**src/rtl/clbp_pkg.sv**
```systemverilog
// Shared types, constants and sine/cosine tables for the circular LBP core.
// No dependencies; every other file but clbp_ram refers to it by scoped names.

package clbp_pkg;

    // Default frame store geometry.
    localparam int unsigned MAX_WIDTH_DEF  = 128;
    localparam int unsigned MAX_HEIGHT_DEF = 128;

    // Configuration port geometry.
    localparam int unsigned CFG_AW = 3;
    localparam int unsigned CFG_DW = 8;

    // Configuration register indexes.
    localparam logic [CFG_AW-1:0] CFG_THRESHOLD_A    = 3'd0;
    localparam logic [CFG_AW-1:0] CFG_NEIGHBOR_COUNT = 3'd1;
    localparam logic [CFG_AW-1:0] CFG_RADIUS         = 3'd2;
    localparam logic [CFG_AW-1:0] CFG_FRAME_WIDTH    = 3'd3;
    localparam logic [CFG_AW-1:0] CFG_FRAME_HEIGHT   = 3'd4;

    // Configuration reset values.
    localparam logic [3:0] THRESHOLD_A_RST    = 4'd3;
    localparam logic [3:0] NEIGHBOR_COUNT_RST = 4'd6;
    localparam logic [3:0] RADIUS_RST         = 4'd2;
    localparam logic [7:0] FRAME_WIDTH_RST    = 8'd128;
    localparam logic [7:0] FRAME_HEIGHT_RST   = 8'd128;

    // Neighbour count limits.
    localparam logic [3:0] NCOUNT_MIN = 4'd3;
    localparam logic [3:0] NCOUNT_MAX = 4'd8;

    // Operation codes carried in the input tuser.
    localparam logic OP_WRITE = 1'b0;
    localparam logic OP_QUERY = 1'b1;

    // Circle offsets, 8 fraction bits, one row per neighbour count from 3 to 8.
    localparam logic signed [9:0] COS_ROM [0:5][0:7] = '{
        '{10'sd256, -10'sd128, -10'sd128, 10'sd0, 10'sd0, 10'sd0, 10'sd0, 10'sd0},
        '{10'sd256, 10'sd0, -10'sd256, 10'sd0, 10'sd0, 10'sd0, 10'sd0, 10'sd0},
        '{10'sd256, 10'sd79, -10'sd207, -10'sd207, 10'sd79, 10'sd0, 10'sd0, 10'sd0},
        '{10'sd256, 10'sd128, -10'sd128, -10'sd256, -10'sd128, 10'sd128, 10'sd0,
          10'sd0},
        '{10'sd256, 10'sd160, -10'sd57, -10'sd231, -10'sd231, -10'sd57, 10'sd160,
          10'sd0},
        '{10'sd256, 10'sd181, 10'sd0, -10'sd181, -10'sd256, -10'sd181, 10'sd0,
          10'sd181}
    };

    localparam logic signed [9:0] SIN_ROM [0:5][0:7] = '{
        '{10'sd0, 10'sd222, -10'sd222, 10'sd0, 10'sd0, 10'sd0, 10'sd0, 10'sd0},
        '{10'sd0, 10'sd256, 10'sd0, -10'sd256, 10'sd0, 10'sd0, 10'sd0, 10'sd0},
        '{10'sd0, 10'sd243, 10'sd150, -10'sd150, -10'sd243, 10'sd0, 10'sd0, 10'sd0},
        '{10'sd0, 10'sd222, 10'sd222, 10'sd0, -10'sd222, -10'sd222, 10'sd0, 10'sd0},
        '{10'sd0, 10'sd200, 10'sd250, 10'sd111, -10'sd111, -10'sd250, -10'sd200,
          10'sd0},
        '{10'sd0, 10'sd181, 10'sd256, 10'sd181, 10'sd0, -10'sd181, -10'sd256,
          -10'sd181}
    };

    // Which pixel a frame store read fetches.
    typedef enum logic [2:0] {
        RD_CENTRE,
        RD_P00,
        RD_P01,
        RD_P10,
        RD_P11
    } rd_kind_t;

    // Controller states.
    typedef enum logic [3:0] {
        ST_IDLE,
        ST_CENTRE,
        ST_COORD,
        ST_RD00,
        ST_RD01,
        ST_RD10,
        ST_RD11,
        ST_DRAIN,
        ST_MIX0,
        ST_MIX1,
        ST_CMP,
        ST_DONE
    } state_t;

    // Commands from the controller to the datapath.
    typedef struct packed {
        logic     wr_pixel;
        logic     load_query;
        logic     start;
        logic     coord_load;
        logic     rd_en;
        rd_kind_t rd_kind;
        logic     mix0;
        logic     mix1;
        logic     shift_bit;
        logic     out_load;
    } cmd_t;

    // Status from the datapath to the controller.
    typedef struct packed {
        logic last_neighbour;
        logic out_busy;
    } status_t;

endpackage

```
**src/rtl/clbp_ctrl.sv**
```systemverilog
// Controller of the circular LBP core: takes pixel writes, sequences the centre
// read and, for each neighbour, coordinates, four frame reads, mixing and comparison, then the output. Uses clbp_pkg.

module clbp_ctrl (
    input  logic              aclk,
    input  logic              aresetn,
    input  logic              s_tvalid,
    output logic              s_tready,
    input  logic              op,
    input  clbp_pkg::status_t status,
    output clbp_pkg::cmd_t    cmd
);

    clbp_pkg::state_t state_reg, state_next;

    // State register.
    always_ff @(posedge aclk) begin
        if (!aresetn) begin
            state_reg <= clbp_pkg::ST_IDLE;
        end else begin
            state_reg <= state_next;
        end
    end

    // Next state and commands.
    always_comb begin
        state_next = state_reg;
        s_tready   = 1'b0;
        cmd        = '0;
        cmd.rd_kind = clbp_pkg::RD_CENTRE;

        case (state_reg)
            clbp_pkg::ST_IDLE: begin
                // No beat is taken while reset is held.
                s_tready = aresetn;
                if (s_tvalid && aresetn) begin
                    if (op == clbp_pkg::OP_WRITE) begin
                        cmd.wr_pixel = 1'b1;
                    end else begin
                        cmd.load_query = 1'b1;
                        state_next     = clbp_pkg::ST_CENTRE;
                    end
                end
            end
            clbp_pkg::ST_CENTRE: begin
                cmd.start   = 1'b1;
                cmd.rd_en   = 1'b1;
                cmd.rd_kind = clbp_pkg::RD_CENTRE;
                state_next  = clbp_pkg::ST_COORD;
            end
            clbp_pkg::ST_COORD: begin
                cmd.coord_load = 1'b1;
                state_next     = clbp_pkg::ST_RD00;
            end
            clbp_pkg::ST_RD00: begin
                cmd.rd_en   = 1'b1;
                cmd.rd_kind = clbp_pkg::RD_P00;
                state_next  = clbp_pkg::ST_RD01;
            end
            clbp_pkg::ST_RD01: begin
                cmd.rd_en   = 1'b1;
                cmd.rd_kind = clbp_pkg::RD_P01;
                state_next  = clbp_pkg::ST_RD10;
            end
            clbp_pkg::ST_RD10: begin
                cmd.rd_en   = 1'b1;
                cmd.rd_kind = clbp_pkg::RD_P10;
                state_next  = clbp_pkg::ST_RD11;
            end
            clbp_pkg::ST_RD11: begin
                cmd.rd_en   = 1'b1;
                cmd.rd_kind = clbp_pkg::RD_P11;
                state_next  = clbp_pkg::ST_DRAIN;
            end
            clbp_pkg::ST_DRAIN: begin
                state_next = clbp_pkg::ST_MIX0;
            end
            clbp_pkg::ST_MIX0: begin
                cmd.mix0   = 1'b1;
                state_next = clbp_pkg::ST_MIX1;
            end
            clbp_pkg::ST_MIX1: begin
                cmd.mix1   = 1'b1;
                state_next = clbp_pkg::ST_CMP;
            end
            clbp_pkg::ST_CMP: begin
                cmd.shift_bit = 1'b1;
                if (status.last_neighbour) begin
                    state_next = clbp_pkg::ST_DONE;
                end else begin
                    state_next = clbp_pkg::ST_COORD;
                end
            end
            clbp_pkg::ST_DONE: begin
                // Wait until the output register has room for the code.
                if (!status.out_busy) begin
                    cmd.out_load = 1'b1;
                    state_next   = clbp_pkg::ST_IDLE;
                end
            end
            default: begin
                state_next = clbp_pkg::ST_IDLE;
            end
        endcase
    end

endmodule

```
**config.mk**
```make
export PLATFORM = sky130hd
export DESIGN_NAME = clbp_ctrl
export DESIGN_NICKNAME = d
export VERILOG_FILES = /design/src/rtl/clbp_pkg.sv /design/src/rtl/clbp_ctrl.sv
export SDC_FILE = /design/constraint.sdc
export NUM_CORES = 1
export LEC_CHECK = 0
export BUFFER_PORTS_ARGS = -buffer_cell sky130_fd_sc_hd__buf_2
export CORE_AREA = 2 2 39 41
export CTS_CLUSTER_DIAMETER = 120
export DETAILED_ROUTE_END_ITERATION = 7
export DIE_AREA = 0 0 41 43
export HOLD_SLACK_MARGIN = 0.05
export PLACE_DENSITY = 0.52
export SLEW_MARGIN = 20
export SYNTH_ARGS = -nofsm -noshare
export SYNTH_HDL_FRONTEND = slang
export SYNTH_SLANG_ARGS = --single-unit
```
**constraint.sdc**
```tcl
create_clock -name aclk -period 1.3 [get_ports aclk]
set_input_delay 0.13 -clock aclk [delete_from_list [all_inputs] [get_ports aclk]]
set_output_delay 0.13 -clock aclk [all_outputs]
set_load 0.02 [all_outputs]
```
; ---- Word-level counts from Yosys, hierarchy flattened
; Index checks and enable logic that the tools add are counted.
; Widths: inputs -> output; s select.
[word_totals]
register_bits = 4
latchBits = 0
mem_bits_rw = 0
romBits = 0
output_inout_bits = 13
mem_count = 0
[classes]
add_sub_neg = 0
n_mul = 0
n_div = 0
order_cmp = 0
n_eq_ne = 14
n_shift = 0
muxes = 18
bitwise_logic = 0
reduce_logical = 3
[op_table]
columns = op, count
row1 = $pmux 4 s12, 1
row2 = $pmux 4 s5, 1
row3 = $eq 4x3->1 const B, 4
row4 = $eq 4x4->1 const B, 4
row5 = $mux 4, 4
row6 = $mux 1, 10
row7 = $eq 4x2->1 const B, 2
row8 = $ne 2x2->1 const B, 3
row9 = $eq 4x1->1 const B, 1
row10 = $logic_not 4->1, 1
row11 = $mux 2, 2
row12 = $reduce_and 3->1, 1
row13 = $logic_and 1x1->1, 1

; ---- Logic depth before layout (Yosys ltp)
; Gate-level depths: netlist of run 1.
[depth]
depth_word = 3
mapped_depth = 4
ltp_nobuf = 3

; ---- Worst setup path after synthesis of run 1
; OpenSTA, ideal clock, no wires.
[synth_timing]
kind = register to output
startpoint = reg state_reg[1]
endpoint = out cmd[11] (netlist name)
t_arrival_ns = 1.150
required_ns = 1.170
path_slack_ns = 0.020
stages_incl_launch_ff = 5
path_buffers = 1
path_cell_list = dfxtp_1 > buf_2 > nor2_1 > and3_1 > and3b_1
[synth_lines]
columns = item, line
row1 = "start, declared", clbp_ctrl.sv:14  ; clbp_pkg::state_t state_reg, state_next;
row2 = "start signal, assigned", clbp_ctrl.sv:19  ; state_reg <= clbp_pkg::ST_IDLE;
row3 = "start signal, assigned", clbp_ctrl.sv:21  ; state_reg <= state_next;
row4 = "end, declared", clbp_ctrl.sv:11  ; output clbp_pkg::cmd_t cmd

==> out/results.tsv, run 1 <==
metric	value	unit
status	finished, violations left	
failing checks	setup timing	
LEAKAGE	0.306	nW
GRT Overall Usage	14.3	%
Critical Path End	cmd[10]	
Antenna diodes	0	
first-pass GRT wire length	1700	um
# setup viols final	3	
largest net degree at the start of global routing	13	
switching share of power	31.3	%
DRC	0	
die width	41	um
die area	1760	um2
H-tree depth	1	
Final Core Density	47.8	%
Tightest Pin Transition	202	ps
Final Hold Fails	0	
Fmax	764	MHz
RSZ-0062 raised after global routing	true	
sequential share of the synthesized area	23.2	%
Comb power frac	38.2	%
CP startpoint kind	flip-flop	
GR Layer Usage met2	22.8	%
Switch Pwr	151	uW
share of the synthesized area in the top cell type	23.2	%
Routed WL	1100	um
internal power consumption	331	uW
Tcrit/Tclk final	101	%
setup TNS	-18.1	ps
PortBufs	18	
NumNets Final	83	
Initial Utilization	25.0	%
Primary FF master, synth	dfxtp_1	
met3 Use GR	6.28	%
most numerous cell in the Yosys netlist	nor2_1	
number of enable flip-flop cells after synthesis	0	
Post-Syn Instances	49	
clock sink count	4	
via/cell ratio	4.92	
crit path time final	1310	ps
yosys warns	0	
Max FO, Critical Path	6	
leading area contributor after synthesis	dfxtp_1	
reg2reg setup slack	140	ps
P per Cell Area	728	nW/um2
layout cells sized above 1	65.3	%
Total Power	482	uW
I/O Pins	19	
CP Class	flip-flop to output pin	
Max Cap Viol	0	
root buffer cell	clkbuf_4	
Max Root-Sink Buffers	2	
initial antenna violation count	0	
FFs w/ async S/R, synth	0	%
Critical R2R Launch	state_reg[2]	
area delta synth->final	91.7	%
share of power burned in registers	30.4	%
FF+latch count, synth	4	
DRT Pass-1 Iters	4	
Routed Antenna Nets	0	
CTS tree	built	
Syn Nets	55	
Hold Buf Count CTS	0	
final hold slack	154	ps
dpl hpwl	668	um
Avg Inst Size Synth	7.05	um2
drt wl/cell	12.1	um
Post-synth top cells	nor2_1, nor3_1	
post-synthesis instance area	345	um2
Setup Slack @ Placement	65.3	ps
WP data required	1170	ps
skew final	0.846	ps
Rows	14	
CTS clk-pin slew, worst paths	40	ps
slew margin rel.	86.4	%
total grt overflow	0	
dpl cell area	473	um2
final instance area	662	um2
Critical Path End Type	output pin	
GR peak layer	met2	
M1 GR Usage	16.7	%
Clock Latency Late Sink	230	ps
RePlAce Congestion	0.743	
vias in the first global route	410	
initial DRC count	8	
Final WS setup	-8.48	ps
Final Slew Violations	0	
Crit path arrival time	1180	ps
cell depth of the worst flop-to-flop path	4	
reg2reg end	state_reg[0]	
height of the die	43	um
Clock Power Share	31.3	%
ranking of synthesized cells by area	dfxtp_1, nor2_1, nand2b_1	
Core ar.	1380	um2
Worst VDD drop	0.400	mV
distinct cell type count after synthesis	22	
via count	448	
max reg flops	4	
Worst Setup SP	state_reg[0]	
cts bufs inserted	3	
Non-Filler Instances	91	
Hold WC Path Type	input port to flip-flop	
placed insts	84	
critical path: stages (launching register included):
cell,delay (ps)
dfxtp_4,360
nor2_4,100
and3_4,190
and3_4,180
buf_6,110
placed cells by master, fill, tap and decap left out, types with 2 or more instances in the layout:
cell type | netlist | routed
clkbuf_4 | 0 | 3
nand2b_4 | 0 | 3
buf_2 | 4 | 8
and3_4 | 0 | 2
nand2b_1 | 4 | 2
buf_6 | 0 | 4
nand2_1 | 4 | 3
nor3_2 | 0 | 3
buf_4 | 0 | 15
a21oi_1 | 3 | 3
nor2_2 | 0 | 2
nor2_1 | 7 | 4
nand3b_1 | 2 | 2
dfxtp_4 | 0 | 3
worst min-delay path by stage:
stage               slack, ps           end  cells after the start  startpoint
global route              150  state_reg[1]                      3     aresetn
global placement          400  state_reg[3]                      2     aresetn
finish                    150  state_reg[1]                      3     aresetn
floorplan                 250  state_reg[3]                      1     aresetn
CTS                       140  state_reg[1]                      3     aresetn
detailed placement        400  state_reg[3]                      2     aresetn
kinds of logic after synthesis:
kind of cell / share of synthesized area [%]
compound gates: 16.3
simple gates: 45.6
mux: 2.90
flops: 23.2
buf+inv: 6.88
xor+xnor: 5.07
final cells by class:
cell class	count	area (um2)
flip-flops and latches	4	92.6
inverters	1	3.75
well taps	16	20.0
repair buffers	27	198
multi-input cells	40	325
clock buffers	3	22.5
fillers	139	722
repair_timing:
action	4_1_cts	5_1_grt
resized for setup	21	17
buffers inserted	4	0
endpoints found under the setup margin	11	13
pin swaps	3	3
power by group through the flow:
stage	clock network, mW	registers, mW	logic [mW]
floorplan	0	0.134	0.0873
global placement	0	0.147	0.121
detailed placement	0	0.146	0.120
CTS	0.158	0.144	0.163
global route	0.175	0.148	0.200
finish	0.151	0.147	0.184
per-layer routing:
layer | vias to the layer above | wire length (um)
met5 | - | 0
met4 | 0 | 0
met3 | 0 | 58
met2 | 16 | 610
met1 | 211 | 433
li1 | 221 | -
No activity file was read; power rests on OpenSTA's default activity.
==> inputs of run 2 (changes only) <==
--- a/config.mk
+++ b/config.mk
@@ -11,7 +11,7 @@
 export DETAILED_ROUTE_END_ITERATION = 7
 export DIE_AREA = 0 0 41 43
 export HOLD_SLACK_MARGIN = 0.05
-export PLACE_DENSITY = 0.52
+export PLACE_DENSITY_LB_ADDON = 0.12
 export SLEW_MARGIN = 20
 export SYNTH_ARGS = -nofsm -noshare
 export SYNTH_HDL_FRONTEND = slang
==> run 2 against run 1 <==
Net effect:
- the run still ends with setup timing left
- cell count decreased by 1.1%
- non-clock buffer count decreased by 1
- setup slack improved by 0.81 ps
- sequential cell count unchanged
- critical endpoint is now cmd[11]
- largest cell class unchanged
- highest routed layer is now met4
==> out/results.tsv, run 2 (synthesized netlist as in run 1, its figures left out) <==
metric	value	unit
status	finished, violations left	
failing checks	setup timing	
PortBufs	18	
Max Root-Sink Buffers	2	
hold path cells	3	
Tcrit/Tclk final	101	%
initial DRC count	8	
switching share of power	30.9	%
cell depth of the worst flop-to-flop path	3	
Core ar.	1380	um2
dpl hpwl	719	um
Final Core Density	44.8	%
GRT Overall Usage	12.2	%
Hold WC Path Type	input port to flip-flop	
placed insts	85	
RePlAce Congestion	0.693	
Fillers	158	
# setup viols final	2	
Hold Crit Start	aresetn	
commonest non-fill, non-tap cell in the layout	buf_2	
CTS clk-pin slew, worst paths	40	ps
DRT Pass-1 Iters	3	
WP data required	1170	ps
Antenna diodes	0	
H-tree depth	1	
via count	425	
cts bufs inserted	3	
DRC	0	
reg2reg setup slack	210	ps
Comb power frac	35.8	%
setup TNS	-9.70	ps
RSZ-0062 raised after global routing	true	
slew margin rel.	87.3	%
Tightest Pin Transition	190	ps
most frequent cells in the layout	buf_2, buf_4, nor2_1, nand2_1, buf_6	
NumNets Final	82	
Worst Hold End	state_reg[1]	
Non-Filler Instances	90	
root buffer cell	clkbuf_4	
Routed WL	989	um
die area	1760	um2
via/cell ratio	4.72	
Setup Slack @ Placement	126	ps
Critical Path End Type	output pin	
area delta synth->final	79.7	%
initial antenna violation count	0	
clock sink count	4	
CP Class	flip-flop to output pin	
Hold Buf Count CTS	0	
CP startpoint kind	flip-flop	
Fmax	765	MHz
Final Hold Fails	0	
die width	41	um
share of power burned in registers	31.4	%
drt wl/cell	11.0	um
I/O Pins	19	
skew final	1.36	ps
Switch Pwr	144	uW
layout cells sized above 1	59.5	%
Max Cap Viol	0	
Total Power	465	uW
first-pass GRT wire length	1440	um
Critical R2R Launch	state_reg[2]	
max reg flops	4	
Clock Power Share	32.8	%
reg2reg end	state_reg[0]	
Worst VDD drop	0.466	mV
Final WS setup	-7.67	ps
Crit path arrival time	1180	ps
Final Slew Violations	0	
Rows	14	
Initial Utilization	25.0	%
LEAKAGE	0.284	nW
crit path time final	1310	ps
P per Cell Area	749	nW/um2
CTS tree	built	
Routed Antenna Nets	0	
largest net degree at the start of global routing	8	
Max FO, Critical Path	5	
vias in the first global route	344	
height of the die	43	um
total grt overflow	0	
internal power consumption	321	uW
Clock Latency Late Sink	230	ps
run 2: changes by cell type in the layout (fill, tap and decap cells not counted):
cell / previous run / this run
buf_4: 15 / 10
buf_2: 8 / 12
nor3_1: 1 / 2
nand2_1: 3 / 4
xnor2_1: 0 / 1
nor2_2: 2 / 1
nor3_4: 1 / 0
nor2_1: 4 / 5
nand2_2: 1 / 0
xnor2_2: 1 / 0
run 2: power groups by stage:
stage               clock network (mW)  logic [mW]  registers, mW
finish                           0.153       0.166          0.146
CTS                              0.157       0.154          0.146
floorplan                            0      0.0873          0.134
global route                     0.170       0.180          0.147
global placement                     0       0.125          0.145
detailed placement                   0       0.123          0.144
run 2: worst max-delay path: stages (launching register included):
cell     delay (ps)
dfxtp_4         360
nor2_4          110
and3_4          190
and3b_1         170
buf_6           120
run 2: routing by layer:
metal	part of all wire, %	GRT usage [%]	up-vias	wire [um]
met5	0	0	-	0
met4	1.4	8.00	0	14
met3	5.6	3.66	2	55
met2	50	16.3	12	496
met1	43	16.3	189	422
li1	-	-	222	-
run 2: final cells by class:
type                       count  area, um2  area share [%]
inverter                       1       3.75           0.605
clock buffer                   3       22.5            3.63
tap                           16       20.0            3.23
multi-input combinational     40        302            48.6
timing repair buffer          26        180            29.0
sequential                     4       92.6            14.9
run 2: how the worst max path moves through the flow:
stage | cells past startpoint | endpoint | from | slack, ps
after global routing | 4 | cmd[11] | state_reg[0] | -70
after detailed placement | 4 | cmd[11] | state_reg[1] | 130
final | 4 | cmd[11] | state_reg[0] | -8
after global placement | 4 | cmd[10] | state_reg[1] | 100
after floorplan | 4 | cmd[11] | state_reg[1] | 20
after CTS | 4 | cmd[11] | state_reg[1] | -9
run 2: timing repair:
item	4_1_cts	5_1_grt
pin swaps	3	5
endpoints found under the setup margin	10	10
gates resized for setup	15	14
setup buffers	2	0
cloned	0	0
run 2: per-stage QoR:
step / area (um2) / hold slack, ps
after floorplan: 345 / 248
after global placement: 480 / 405
after detailed placement: 480 / 397
after CTS: 564 / 146
after global routing: 621 / 162
final: 621 / 148
